--- config.mk ---
export PLATFORM = sky130hd
export DESIGN_NAME = key_autorepeat_accelerator
export DESIGN_NICKNAME = d
export VERILOG_FILES = /design/src/rtl/kaa_pkg.sv /design/src/rtl/kaa_core.sv /design/src/rtl/key_autorepeat_accelerator.sv
export SDC_FILE = /design/constraint.sdc
export NUM_CORES = 1
export LEC_CHECK = 0
export BUFFER_PORTS_ARGS = -buffer_cell sky130_fd_sc_hd__buf_2
export CAP_MARGIN = 25
export CORE_MARGIN = 10
export CORE_UTILIZATION = 25
export CTS_BUF_LIST = sky130_fd_sc_hd__clkbuf_4 sky130_fd_sc_hd__clkbuf_8
export DETAILED_ROUTE_END_ITERATION = 8
export HOLD_SLACK_MARGIN = 0.02
export PLACE_DENSITY_LB_ADDON = 0.1
export RECOVER_POWER = 100
export SLEW_MARGIN = 20
export SYNTH_ARGS = -nofsm -noshare
export SYNTH_HDL_FRONTEND = slang
export SYNTH_SLANG_ARGS = --single-unit
export TNS_END_PERCENT = 30
--- constraint.sdc ---
create_clock -name clk -period 5.4 [get_ports clk]
set_input_delay 0.27 -clock clk [delete_from_list [all_inputs] [get_ports clk]]
set_output_delay 0.27 -clock clk [all_outputs]
set_load 0.01 [all_outputs]
--- src/rtl/kaa_pkg.sv ---
`default_nettype none

package kaa_pkg;

    // Field and register widths
    localparam int SETTLE_W   = 16;
    localparam int COUNT_W    = 8;
    localparam int STAGE_W    = 3;
    localparam int PACKED_W   = 40;
    localparam int PACKED_NUM = PACKED_W / COUNT_W;
    localparam int CFG_IDX_W  = 2;

    localparam int DEFAULT_NUM_STAGES = 5;

    // Reset values of the configuration registers
    localparam logic [SETTLE_W-1:0] SETTLE_THRESHOLD_RST = 16'd10;
    localparam logic [SETTLE_W-1:0] SETTLE_LIMIT_RST     = 16'd1000;
    localparam logic [PACKED_W-1:0] STAGE_WAIT_RST       = 40'h00_0104_0F00;
    localparam logic [PACKED_W-1:0] STAGE_REPEAT_RST     = 40'h00_0F0F_0101;

    localparam logic [COUNT_W-1:0] COUNT_MAX = {COUNT_W{1'b1}};

    // Configuration register indexes
    typedef enum logic [CFG_IDX_W-1:0] {
        REG_SETTLE_THRESHOLD = 2'd0,
        REG_SETTLE_LIMIT     = 2'd1,
        REG_STAGE_WAIT       = 2'd2,
        REG_STAGE_REPEAT     = 2'd3
    } cfg_reg_t;

    typedef struct packed {
        logic [SETTLE_W-1:0] settle_threshold;
        logic [SETTLE_W-1:0] settle_limit;
        logic [PACKED_W-1:0] stage_wait_times;
        logic [PACKED_W-1:0] stage_repeat_counts;
    } cfg_t;

    typedef struct packed {
        logic               press_event;
        logic [STAGE_W-1:0] repeat_stage;
    } result_t;

    // Pick byte of a packed stage register; stages above the register read zero
    function automatic logic [COUNT_W-1:0] stage_byte(
        input logic [PACKED_W-1:0] packed_bytes,
        input logic [STAGE_W-1:0]  stage
    );
        logic [COUNT_W-1:0] sel;
        sel = '0;
        for (int i = 0; i < PACKED_NUM; i++)
        begin
            if (stage == STAGE_W'(i))
            begin
                sel = packed_bytes[i*COUNT_W +: COUNT_W];
            end
        end
        return sel;
    endfunction

endpackage

`default_nettype wire

--- src/rtl/kaa_core.sv ---
`default_nettype none

module kaa_core
    import kaa_pkg::*;
#(
    parameter int NUM_STAGES = DEFAULT_NUM_STAGES
)
(
    input  wire logic    clk,
    input  wire logic    rst_n,
    input  wire logic    step,
    input  wire logic    level,
    input  wire cfg_t    cfg,
    output result_t      result
);

    localparam logic [STAGE_W-1:0] LAST_STAGE = STAGE_W'(NUM_STAGES - 1);

    logic                previous_level_reg, previous_level_next;
    logic [SETTLE_W-1:0] settle_count_reg,   settle_count_next;
    logic [COUNT_W-1:0]  wait_count_reg,     wait_count_next;
    logic [STAGE_W-1:0]  stage_index_reg,    stage_index_next;
    logic [COUNT_W-1:0]  stage_repeats_reg,  stage_repeats_next;
    logic                event_given_reg,    event_given_next;

    logic [COUNT_W-1:0]  wait_target;
    logic [COUNT_W-1:0]  repeat_target;
    logic [COUNT_W-1:0]  repeats_bumped;

    // Work out the next state for one poll tick
    always_comb
    begin
        settle_count_next  = settle_count_reg;
        wait_count_next    = wait_count_reg;
        stage_index_next   = stage_index_reg;
        stage_repeats_next = stage_repeats_reg;
        event_given_next   = event_given_reg;
        result.press_event = 1'b0;

        // Debounce: count while held high and steady, drop back to stage 0 on a change after an event
        if (level && (level == previous_level_reg))
        begin
            if (settle_count_reg < cfg.settle_limit)
            begin
                settle_count_next = settle_count_reg + 1'b1;
            end
        end
        else if ((level != previous_level_reg) && event_given_reg)
        begin
            event_given_next   = 1'b0;
            settle_count_next  = '0;
            stage_index_next   = '0;
            stage_repeats_next = '0;
        end
        previous_level_next = level;

        wait_target    = stage_byte(cfg.stage_wait_times, stage_index_next);
        repeat_target  = stage_byte(cfg.stage_repeat_counts, stage_index_next);
        repeats_bumped = (stage_repeats_next != COUNT_MAX) ? stage_repeats_next + 1'b1
                                                           : stage_repeats_next;

        // Threshold pass: fire a repeat or keep waiting
        if (settle_count_next > cfg.settle_threshold)
        begin
            settle_count_next = '0;
            if (wait_count_reg >= wait_target)
            begin
                stage_repeats_next = repeats_bumped;
                if ((stage_index_next < LAST_STAGE) && (repeats_bumped >= repeat_target))
                begin
                    stage_index_next   = stage_index_next + 1'b1;
                    stage_repeats_next = '0;
                end
                event_given_next   = 1'b1;
                wait_count_next    = '0;
                result.press_event = level;
            end
            else if (wait_count_reg != COUNT_MAX)
            begin
                wait_count_next = wait_count_reg + 1'b1;
            end
        end

        result.repeat_stage = stage_index_next;
    end

    // Advance the state on each accepted item
    always_ff @(posedge clk or negedge rst_n)
    begin
        if (!rst_n)
        begin
            previous_level_reg <= 1'b0;
            settle_count_reg   <= '0;
            wait_count_reg     <= '0;
            stage_index_reg    <= '0;
            stage_repeats_reg  <= '0;
            event_given_reg    <= 1'b0;
        end
        else if (step)
        begin
            previous_level_reg <= previous_level_next;
            settle_count_reg   <= settle_count_next;
            wait_count_reg     <= wait_count_next;
            stage_index_reg    <= stage_index_next;
            stage_repeats_reg  <= stage_repeats_next;
            event_given_reg    <= event_given_next;
        end
    end

endmodule

`default_nettype wire

--- src/rtl/key_autorepeat_accelerator.sv ---
`default_nettype none

// Channel   Direction  Handshake              Payload
// in        input      in_valid / in_stall    key_level
// out       output     out_valid / out_stall  press_event, repeat_stage
// cfg       input      cfg_valid / cfg_ready  cfg_index, cfg_data
//
// One item per clock while in_stall is low: the state advances in the cycle the
// item is accepted and the result is registered into a two-entry output buffer.
// in_stall rises only when both buffer entries hold results not yet taken.
// cfg_ready is always high. Reset clears the state, empties the buffer and
// loads the register defaults.

module key_autorepeat_accelerator
    import kaa_pkg::*;
#(
    parameter int NUM_STAGES = DEFAULT_NUM_STAGES
)
(
    input  wire logic                 clk,
    input  wire logic                 rst_n,

    input  wire logic                 in_valid,
    output logic                      in_stall,
    input  wire logic                 key_level,

    output logic                      out_valid,
    input  wire logic                 out_stall,
    output logic                      press_event,
    output logic [STAGE_W-1:0]        repeat_stage,

    input  wire logic                 cfg_valid,
    output logic                      cfg_ready,
    input  wire logic [CFG_IDX_W-1:0] cfg_index,
    input  wire logic [PACKED_W-1:0]  cfg_data
);

    cfg_t        cfg_reg;
    result_t     result;
    result_t     slot0_reg, slot1_reg;
    logic [1:0]  fill_reg;
    logic        push, pop;

    assign cfg_ready = 1'b1;

    // Write configuration registers
    always_ff @(posedge clk or negedge rst_n)
    begin
        if (!rst_n)
        begin
            cfg_reg.settle_threshold    <= SETTLE_THRESHOLD_RST;
            cfg_reg.settle_limit        <= SETTLE_LIMIT_RST;
            cfg_reg.stage_wait_times    <= STAGE_WAIT_RST;
            cfg_reg.stage_repeat_counts <= STAGE_REPEAT_RST;
        end
        else if (cfg_valid && cfg_ready)
        begin
            case (cfg_reg_t'(cfg_index))
                REG_SETTLE_THRESHOLD: cfg_reg.settle_threshold    <= cfg_data[SETTLE_W-1:0];
                REG_SETTLE_LIMIT:     cfg_reg.settle_limit        <= cfg_data[SETTLE_W-1:0];
                REG_STAGE_WAIT:       cfg_reg.stage_wait_times    <= cfg_data;
                REG_STAGE_REPEAT:     cfg_reg.stage_repeat_counts <= cfg_data;
                default:              ;
            endcase
        end
    end

    assign in_stall  = (fill_reg == 2'd2);
    assign push      = in_valid && !in_stall;
    assign out_valid = (fill_reg != 2'd0);
    assign pop       = out_valid && !out_stall;

    kaa_core #(
        .NUM_STAGES (NUM_STAGES)
    ) u_core (
        .clk    (clk),
        .rst_n  (rst_n),
        .step   (push),
        .level  (key_level),
        .cfg    (cfg_reg),
        .result (result)
    );

    // Track buffer fill
    always_ff @(posedge clk or negedge rst_n)
    begin
        if (!rst_n)
        begin
            fill_reg <= 2'd0;
        end
        else if (push && !pop)
        begin
            fill_reg <= fill_reg + 2'd1;
        end
        else if (pop && !push)
        begin
            fill_reg <= fill_reg - 2'd1;
        end
    end

    // Hold results in the output buffer, head in slot 0
    always_ff @(posedge clk)
    begin
        if (pop)
        begin
            slot0_reg <= (push && (fill_reg == 2'd1)) ? result : slot1_reg;
            if (push)
            begin
                slot1_reg <= result;
            end
        end
        else if (push)
        begin
            if (fill_reg == 2'd0)
            begin
                slot0_reg <= result;
            end
            else
            begin
                slot1_reg <= result;
            end
        end
    end

    assign press_event  = slot0_reg.press_event;
    assign repeat_stage = slot0_reg.repeat_stage;

endmodule

`default_nettype wire
==> results of run 1 <==
## placed cells by master (no fill, tap or decap), types with 15 or more instances in the layout
cell type and instances:
ha_1 58, dfrtp_1 127, buf_4 15, buf_2 44, a21oi_1 35, dfstp_2 24
nor2_1 40, mux2_2 102, clkbuf_8 17, dlygate4sd3_1 22, o21ai_0 44, a222oi_1 16
nand2_1 71, mux2i_1 27, nand3_1 32, o31ai_1 18, inv_1 47
## cell type report
type                    instances  area [um2]  share of cell area, %
clock buffers                  18       241.5                  2.342
clock inverters                14       147.6                  1.432
inverters                      47       176.4                  1.711
multi-input cells             579        4513                  43.76
flip-flops and latches        159        4049                  39.26
well taps                     461       576.8                  5.593
repair buffers                 95       608.1                  5.897
## per-stage QoR
step | instances | util, % | setup slack (ps)
after floorplan | 824 | - | 967.9
after global placement | 1319 | 27.52 | 263.7
after detailed placement | 1319 | 27.52 | 322.2
after CTS | 1373 | 29.24 | 304.8
after global routing | 1373 | 29.13 | 16.14
final | 1373 | 29.13 | 372.6
## logic make-up (layout without fill, tap and decap cells)
| logic type | Yosys count | after routing |
|---|---|---|
| DFF | 159 | 159 |
| adders and majority gates | 58 | 58 |
| AOI/OAI and AO/OA | 166 | 166 |
| other | 1 | 1 |
| xor gates and xnor gates | 7 | 7 |
| buffers and inverters | 86 | 174 |
| and+or+nand+nor | 218 | 218 |
| muxes | 129 | 129 |
## synthesized netlist by cell type, drive strengths merged, types with 4 or more instances
| cell | n | share of area (%) |
|---|---|---|
| mux2 | 102 | 13 |
| inv | 47 | 2.0 |
| nand4 | 14 | 1.1 |
| o31ai | 18 | 1.5 |
| a222oi | 16 | 1.8 |
| nand2b | 12 | 0.84 |
| nor2 | 40 | 1.7 |
| a22o | 7 | 0.69 |
| xnor2 | 5 | 0.49 |
| dfstp | 24 | 7.1 |
| a211oi | 8 | 0.67 |
| a21oi | 37 | 2.3 |
| nand3b | 4 | 0.34 |
| nand2 | 71 | 3.0 |
| nand3 | 34 | 2.0 |
| dfrtp | 127 | 36 |
| and2 | 9 | 0.70 |
| nor3 | 11 | 0.62 |
| o21ai | 46 | 2.7 |
| a2111oi | 5 | 0.50 |
| clkbuf | 16 | 0.72 |
| edfxtp | 8 | 2.7 |
| buf | 23 | 1.5 |
| a21o | 7 | 0.60 |
| and3 | 8 | 0.60 |
| mux2i | 27 | 3.0 |
| ha | 58 | 8.1 |
## critical path, cell delays in order (launching register included)
cell and delay (ps):
dfstp_2 530, inv_1 50, ha_1 300, a21o_1 200
a2111oi_0 450, o21ai_0 160, a21oi_1 190, buf_4 280
nand4_1 230, nand3_1 140, o21ai_0 100, ha_1 330
nand4_2 170, nor2_1 70, or4_4 490, a211o_4 430
nand3_4 140, o21ai_0 190, mux2_2 320
## how the worst min path moves through the flow
| stage | to | slack [ps] | cells after the start |
|---|---|---|---|
| after floorplan | cfg_reg[100] | -30 | 0 |
| final | cfg_reg[31] | 50 | 2 |
| after detailed placement | cfg_reg[68] | 350 | 1 |
| after CTS | cfg_reg[97] | 20 | 3 |
| after global placement | cfg_reg[60] | 350 | 1 |
| after global routing | cfg_reg[29] | 30 | 2 |
## power groups by stage
stage | Sequential, uW | Clock (uW) | Combinational (uW)
3_5_place_dp | 1660 | 0 | 1790
5_1_grt | 1660 | 1000 | 2030
3_3_place_gp | 1660 | 0 | 1800
6_report | 1630 | 916 | 1780
4_1_cts | 1630 | 958 | 1810
2_1_floorplan | 1590 | 0 | 1260
## per-layer routing
layer / global-route usage (%) / vias to the layer above / wire length (um)
li1: - / 3170 / -
met1: 17.82 / 3157 / 13850
met2: 17.38 / 90 / 10840
met3: 2.132 / 16 / 793
met4: 3.622 / 2 / 296
met5: 0 / - / 7
## what timing repair did
action / in CTS / in global routing
hold buffers: 22 / 0
gates resized for setup: 0 / 1
endpoints found under the setup margin: 0 / 2
hold endpoints to repair: 98 / 0
==> impl_metrics.csv, run 1 <==
group,metric,value,unit
finish,drive_gt1_share,26.43,%
floorplan,core,35400,um2
finish,antenna_cells,0,
pwr,p_seq_share,37.7,%
logic_synthesis,yosys_register_bits,159,
worst_setup_path,endpoint_kind,"flip-flop",
route,vias_per_cell,4.687,
logic_synthesis,synth_flop_cell,"dfrtp_1",
logic_synthesis,synth_xor_area_share,0.6872,%
worst_setup_path,rr_worst_depth,18,
worst_setup_path,r2r_start,"cfg_reg[86]",
run_status,status,"complete, but fails checks",
clocking,cts_root_buffer,"clkbuf_8",
pwr,p_leak,0.004417,uW
worst_setup_path,worstPathRequired,5650,ps
clocking,cts_tree,"built",
pwr,p_sw,1750,uW
worst_setup_path,cp-endpoint,"repeat_stage[2]",
timing,relSlewSlack,-161.2,%
grt,grt-ovfl-total,0,
floorplan,die_area,43640,um2
hold_path,worstHoldStart,"cfg_data[31]",
floorplan,start_util,25.20,%
logic_synthesis,muxShareOfSynthArea,15.90,%
worst_setup_path,r2r_slack,370,ps
pwr,powerDensity,419.7,nW/um2
placed_design,postPlaceCellArea,9741,um2
logic_synthesis,synthArstFlopShare,94.97,%
placed_design,dp_hpwl,19090,um
floorplan,fp-row-count,69,
timing,setup_viol_count_final,0,
finish,largest_register_ffs,112,
logic_synthesis,synth_top_family_by_area,"multiplexers",
grt,grt_pass1_wl,41210,um
clocking,clk_pin_slew,100,ps
timing,worst_pin_slew,3917,ps
finish,syn2layout_area_growth,15.60,%
pwr,ir_drop,0.1639,mV
route,drt_wl_total,25790,um
clocking,insertion_delay,490,ps
timing,fin_tns_setup,0,ps
logic_synthesis,synth.yosys.seq_area_share,45.39,%
timing,skew,12.90,ps
logic_synthesis,synth_cell_types,72,
worst_setup_path,cp.arrival,5280,ps
worst_setup_path,worstSetupPathType,"reg2reg",
grt,grt_usage,12.08,%
finish,finish.instance_area,10310,um2
timing,rsz0062_at_grt,"no",
route,dr.first_iter.drc_count,367,
run_status,violations,"capacitance limit, slew limit",
logic_synthesis,syn_area,8921,um2
timing,fmax,198.9,MHz
clocking,post_cts_buffers,0,
logic_synthesis,avgSynthCellArea,10.83,um2
route,drc_errors,0,
route,drt_first_pass_iters,7,
pwr,pwr-share-clk,21.2,%
worst_setup_path,crit_fanout,23,
pwr,p_comb_share,41.1,%
finish,fill_cells,3733,
logic_synthesis,synth_fa_ha_area_share,8.135,%
logic_synthesis,yosysWarningCount,0,
route,wire_per_inst,18.79,um
pwr,internal_power,2578,uW
logic_synthesis,synth_edf_count,8,
route,ant_nets,0,
grt,grt_max_degree,71,
clocking,h-tree-depth,4,
clocking,cts_sinks,159,
worst_setup_path,rr_endpoint,"repeat_stage[2]",
floorplan,fp.dieH,208.9,um
grt,grt_pass1_vias,6626,
placed_design,port_buffers,53,
route,num_vias,6435,
clocking,cts_buffer_depth,2,
placed_design,routabilityCongestion,0.7515,
clocking,cts_buffers,17,
finish,final_nets,1005,
timing,finalMaxSlewViolations,153,
timing,period_minus_slack,5027,ps
timing,hold-worst-slack,52.59,ps
worst_setup_path,startpoint_type,"flip-flop",
pwr,power.share.switching,40.43,%
worst_setup_path,crit_start,"cfg_reg[86]",
logic_synthesis,synth-simple-area-share,12.50,%
floorplan,die_w,208.9,um
grt,antenna_found_initial,1,
logic_synthesis,postSynthCellCount,824,
logic_synthesis,synth_compound_area_share,13.20,%
timing,fin_crit_sh,93.10,%
pwr,p_total,4328,uW
run,max-cap-violations,3,
logic_synthesis,synth_nets,930,
hold_path,hp-class,"in2reg",
timing,hold_viol_final,0,
floorplan,ios,55,
Power figures use the tool's default switching activity.
==> inputs of run 2 (changes only) <==
--- a/config.mk
+++ b/config.mk
@@ -7,12 +7,11 @@
 export LEC_CHECK = 0
 export BUFFER_PORTS_ARGS = -buffer_cell sky130_fd_sc_hd__buf_2
 export CAP_MARGIN = 25
-export CORE_MARGIN = 10
 export CORE_UTILIZATION = 25
 export CTS_BUF_LIST = sky130_fd_sc_hd__clkbuf_4 sky130_fd_sc_hd__clkbuf_8
 export DETAILED_ROUTE_END_ITERATION = 8
 export HOLD_SLACK_MARGIN = 0.02
-export PLACE_DENSITY_LB_ADDON = 0.1
+export PLACE_DENSITY = 0.5
 export RECOVER_POWER = 100
 export SLEW_MARGIN = 20
 export SYNTH_ARGS = -nofsm -noshare
==> run 2 against run 1 <==
The flow still finishes with violations (capacitance limit, slew limit). Combinational power about the same. Routed wire length is 10% lower. Register-to-register slack better by 150 ps. Core utilization decreased by 0.096 points. Die area down 16%. Clock power up 0.5%. Design area is 2.0% lower. Clock skew up 2.8 ps. Power shrank 0.67%. Critical path depth is the same. Count of clock-buffer cells in the layout up 8. Highest routed layer unchanged.
==> impl_metrics.csv, run 2 (synthesized netlist as in run 1, its figures left out) <==
group,metric,value,unit
floorplan,fp-row-count,68,
hold_path,hp-class,"in2reg",
clocking,h-tree-depth,4,
floorplan,core,34800,um2
clocking,insertion_delay,470,ps
grt,grt_max_degree,101,
placed_design,port_buffers,53,
finish,fill_cells,3657,
worst_setup_path,worstSetupPathType,"reg2reg",
placed_design,dp.cells,1309,
timing,rsz0062_at_grt,"no",
grt,antenna_found_initial,1,
run_status,status,"complete, but fails checks",
timing,fin_crit_sh,90.41,%
timing,relSlewSlack,-65.26,%
floorplan,ios,55,
worst_setup_path,crit_fanout,23,
finish,layout_common_cells,"dfrtp_1 (127), mux2_2 (102), nand2_1 (71)",
hold_path,worstHoldStart,"cfg_data[32]",
worst_setup_path,rr_endpoint,"u_core.settle_count_reg[7]",
placed_design,routabilityCongestion,0.8445,
placed_design,postPlaceCellArea,9703,um2
clocking,cts_sinks,159,
route,drt_first_pass_iters,6,
finish,final_nets,985,
route,num_vias,6462,
pwr,p_leak,0.004351,uW
timing,period_minus_slack,4882,ps
run_status,violations,"capacitance limit, slew limit",
worst_setup_path,r2r_start,"cfg_reg[86]",
worst_setup_path,r2r_slack,520,ps
floorplan,start_util,25.64,%
clocking,clk_pin_slew,80,ps
grt,grt_pass1_wl,36980,um
timing,hold_viol_final,0,
finish,largest_register_ffs,112,
worst_setup_path,worstPathRequired,5810,ps
clocking,cts_tree,"built",
pwr,ir_drop,0.1426,mV
route,drc_errors,0,
finish,finish.instance_area,10100,um2
finish,syn2layout_area_growth,13.27,%
finish,layout_commonest_cell,"dfrtp_1",
floorplan,die_w,190.9,um
route,vias_per_cell,4.797,
route,dr.first_iter.drc_count,423,
hold_path,hold_end,"cfg_reg[32]",
run,max-cap-violations,3,
worst_setup_path,rr_worst_depth,18,
placed_design,dp_hpwl,16870,um
finish,layout.cells.non_filler,1347,
timing,worst_pin_slew,2479,ps
timing,setup_viol_count_final,0,
worst_setup_path,endpoint_kind,"flip-flop",
route,drt_wl_total,23120,um
grt,grt_pass1_vias,6375,
finish,drive_gt1_share,26.57,%
clocking,ctsResizeCount,0,
pwr,powerDensity,425.4,nW/um2
grt,grt_usage,13.26,%
timing,finalMaxSlewViolations,126,
timing,fin_tns_setup,0,ps
finish,antenna_cells,0,
floorplan,fp.dieH,190.9,um
floorplan,die_area,36440,um2
grt,grt-ovfl-total,0,
clocking,cts_buffers,17,
route,wire_per_inst,17.16,um
clocking,cts_buffer_depth,2,
worst_setup_path,startpoint_type,"flip-flop",
worst_setup_path,cp.arrival,5290,ps
clocking,cts_root_buffer,"clkbuf_8",
timing,skew,15.69,ps
hold_path,hold_depth,2,
timing,fmax,204.8,MHz
route,ant_nets,0,
-- run 2: layout make-up --
type / count / area (um2) / area share [%]
repair buffers: 75 / 410.4 / 4.061
multi-input cells: 579 / 4493 / 44.47
well taps: 455 / 569.3 / 5.634
flip-flops and latches: 159 / 4049 / 40.07
clock buffers: 26 / 320.3 / 3.170
clock inverters: 6 / 86.33 / 0.8544
inverters: 47 / 176.4 / 1.746
-- run 2: worst max path at each step --
| stage | cells past startpoint | to | startpoint |
|---|---|---|---|
| floorplan | 19 | repeat_stage[2] | cfg_reg[86] |
| global placement | 18 | u_core.stage_repeats_reg[7] | cfg_reg[86] |
| detailed placement | 18 | u_core.settle_count_reg[15] | cfg_reg[86] |
| CTS | 18 | u_core.settle_count_reg[9] | cfg_reg[86] |
| global route | 18 | u_core.settle_count_reg[15] | cfg_reg[86] |
| finish | 18 | u_core.settle_count_reg[7] | cfg_reg[86] |
-- run 2: power by group --
group	switching (uW)	total [uW]	internal (uW)
sequential	154	1620	1470
combinational	1040	1760	711
clock	443	921	478
total	1640	4300	2660
-- run 2: critical path, stage by stage (launching register included) --
cell and delay, ps:
dfstp_2 530, inv_1 40, ha_1 300, a21o_1 200, a2111oi_0 450, nor4_1 90, a21oi_1 160, buf_4 280
nand4_1 210, nand3_1 130, o21ai_0 90, ha_1 300, nand4_1 230, nor2_1 90, or4_4 500, a211o_4 420
a21oi_4 440, nor3b_1 250, a21o_1 100
-- run 2: metal layers --
layer	global-route usage (%)	share of wire, %	vias to the layer above
met5	0	0.056	-
met4	3.508	0.96	2
met3	2.423	3.3	15
met2	20.86	46	119
met1	18.52	50	3204
li1	-	-	3122
-- run 2: per-stage QoR --
step / hold slack (ps) / total power [uW] / utilization [%] / worst slack, ps
2_1_floorplan: -25.59 / 2854 / - / 967.9
3_3_place_gp: 465.0 / 3387 / 27.88 / 574.1
3_5_place_dp: 479.9 / 3420 / 27.88 / 548.4
4_1_cts: 22.89 / 4359 / 29.17 / 517.3
5_1_grt: 21.39 / 4638 / 29.04 / 120.1
6_report: 50.29 / 4299 / 29.04 / 518.1
-- run 2: repair_timing --
action / 4_1_cts / 5_1_grt
buffers inserted: 0 / 0
hold buffers: 4 / 0
hold endpoints to repair: 89 / 0
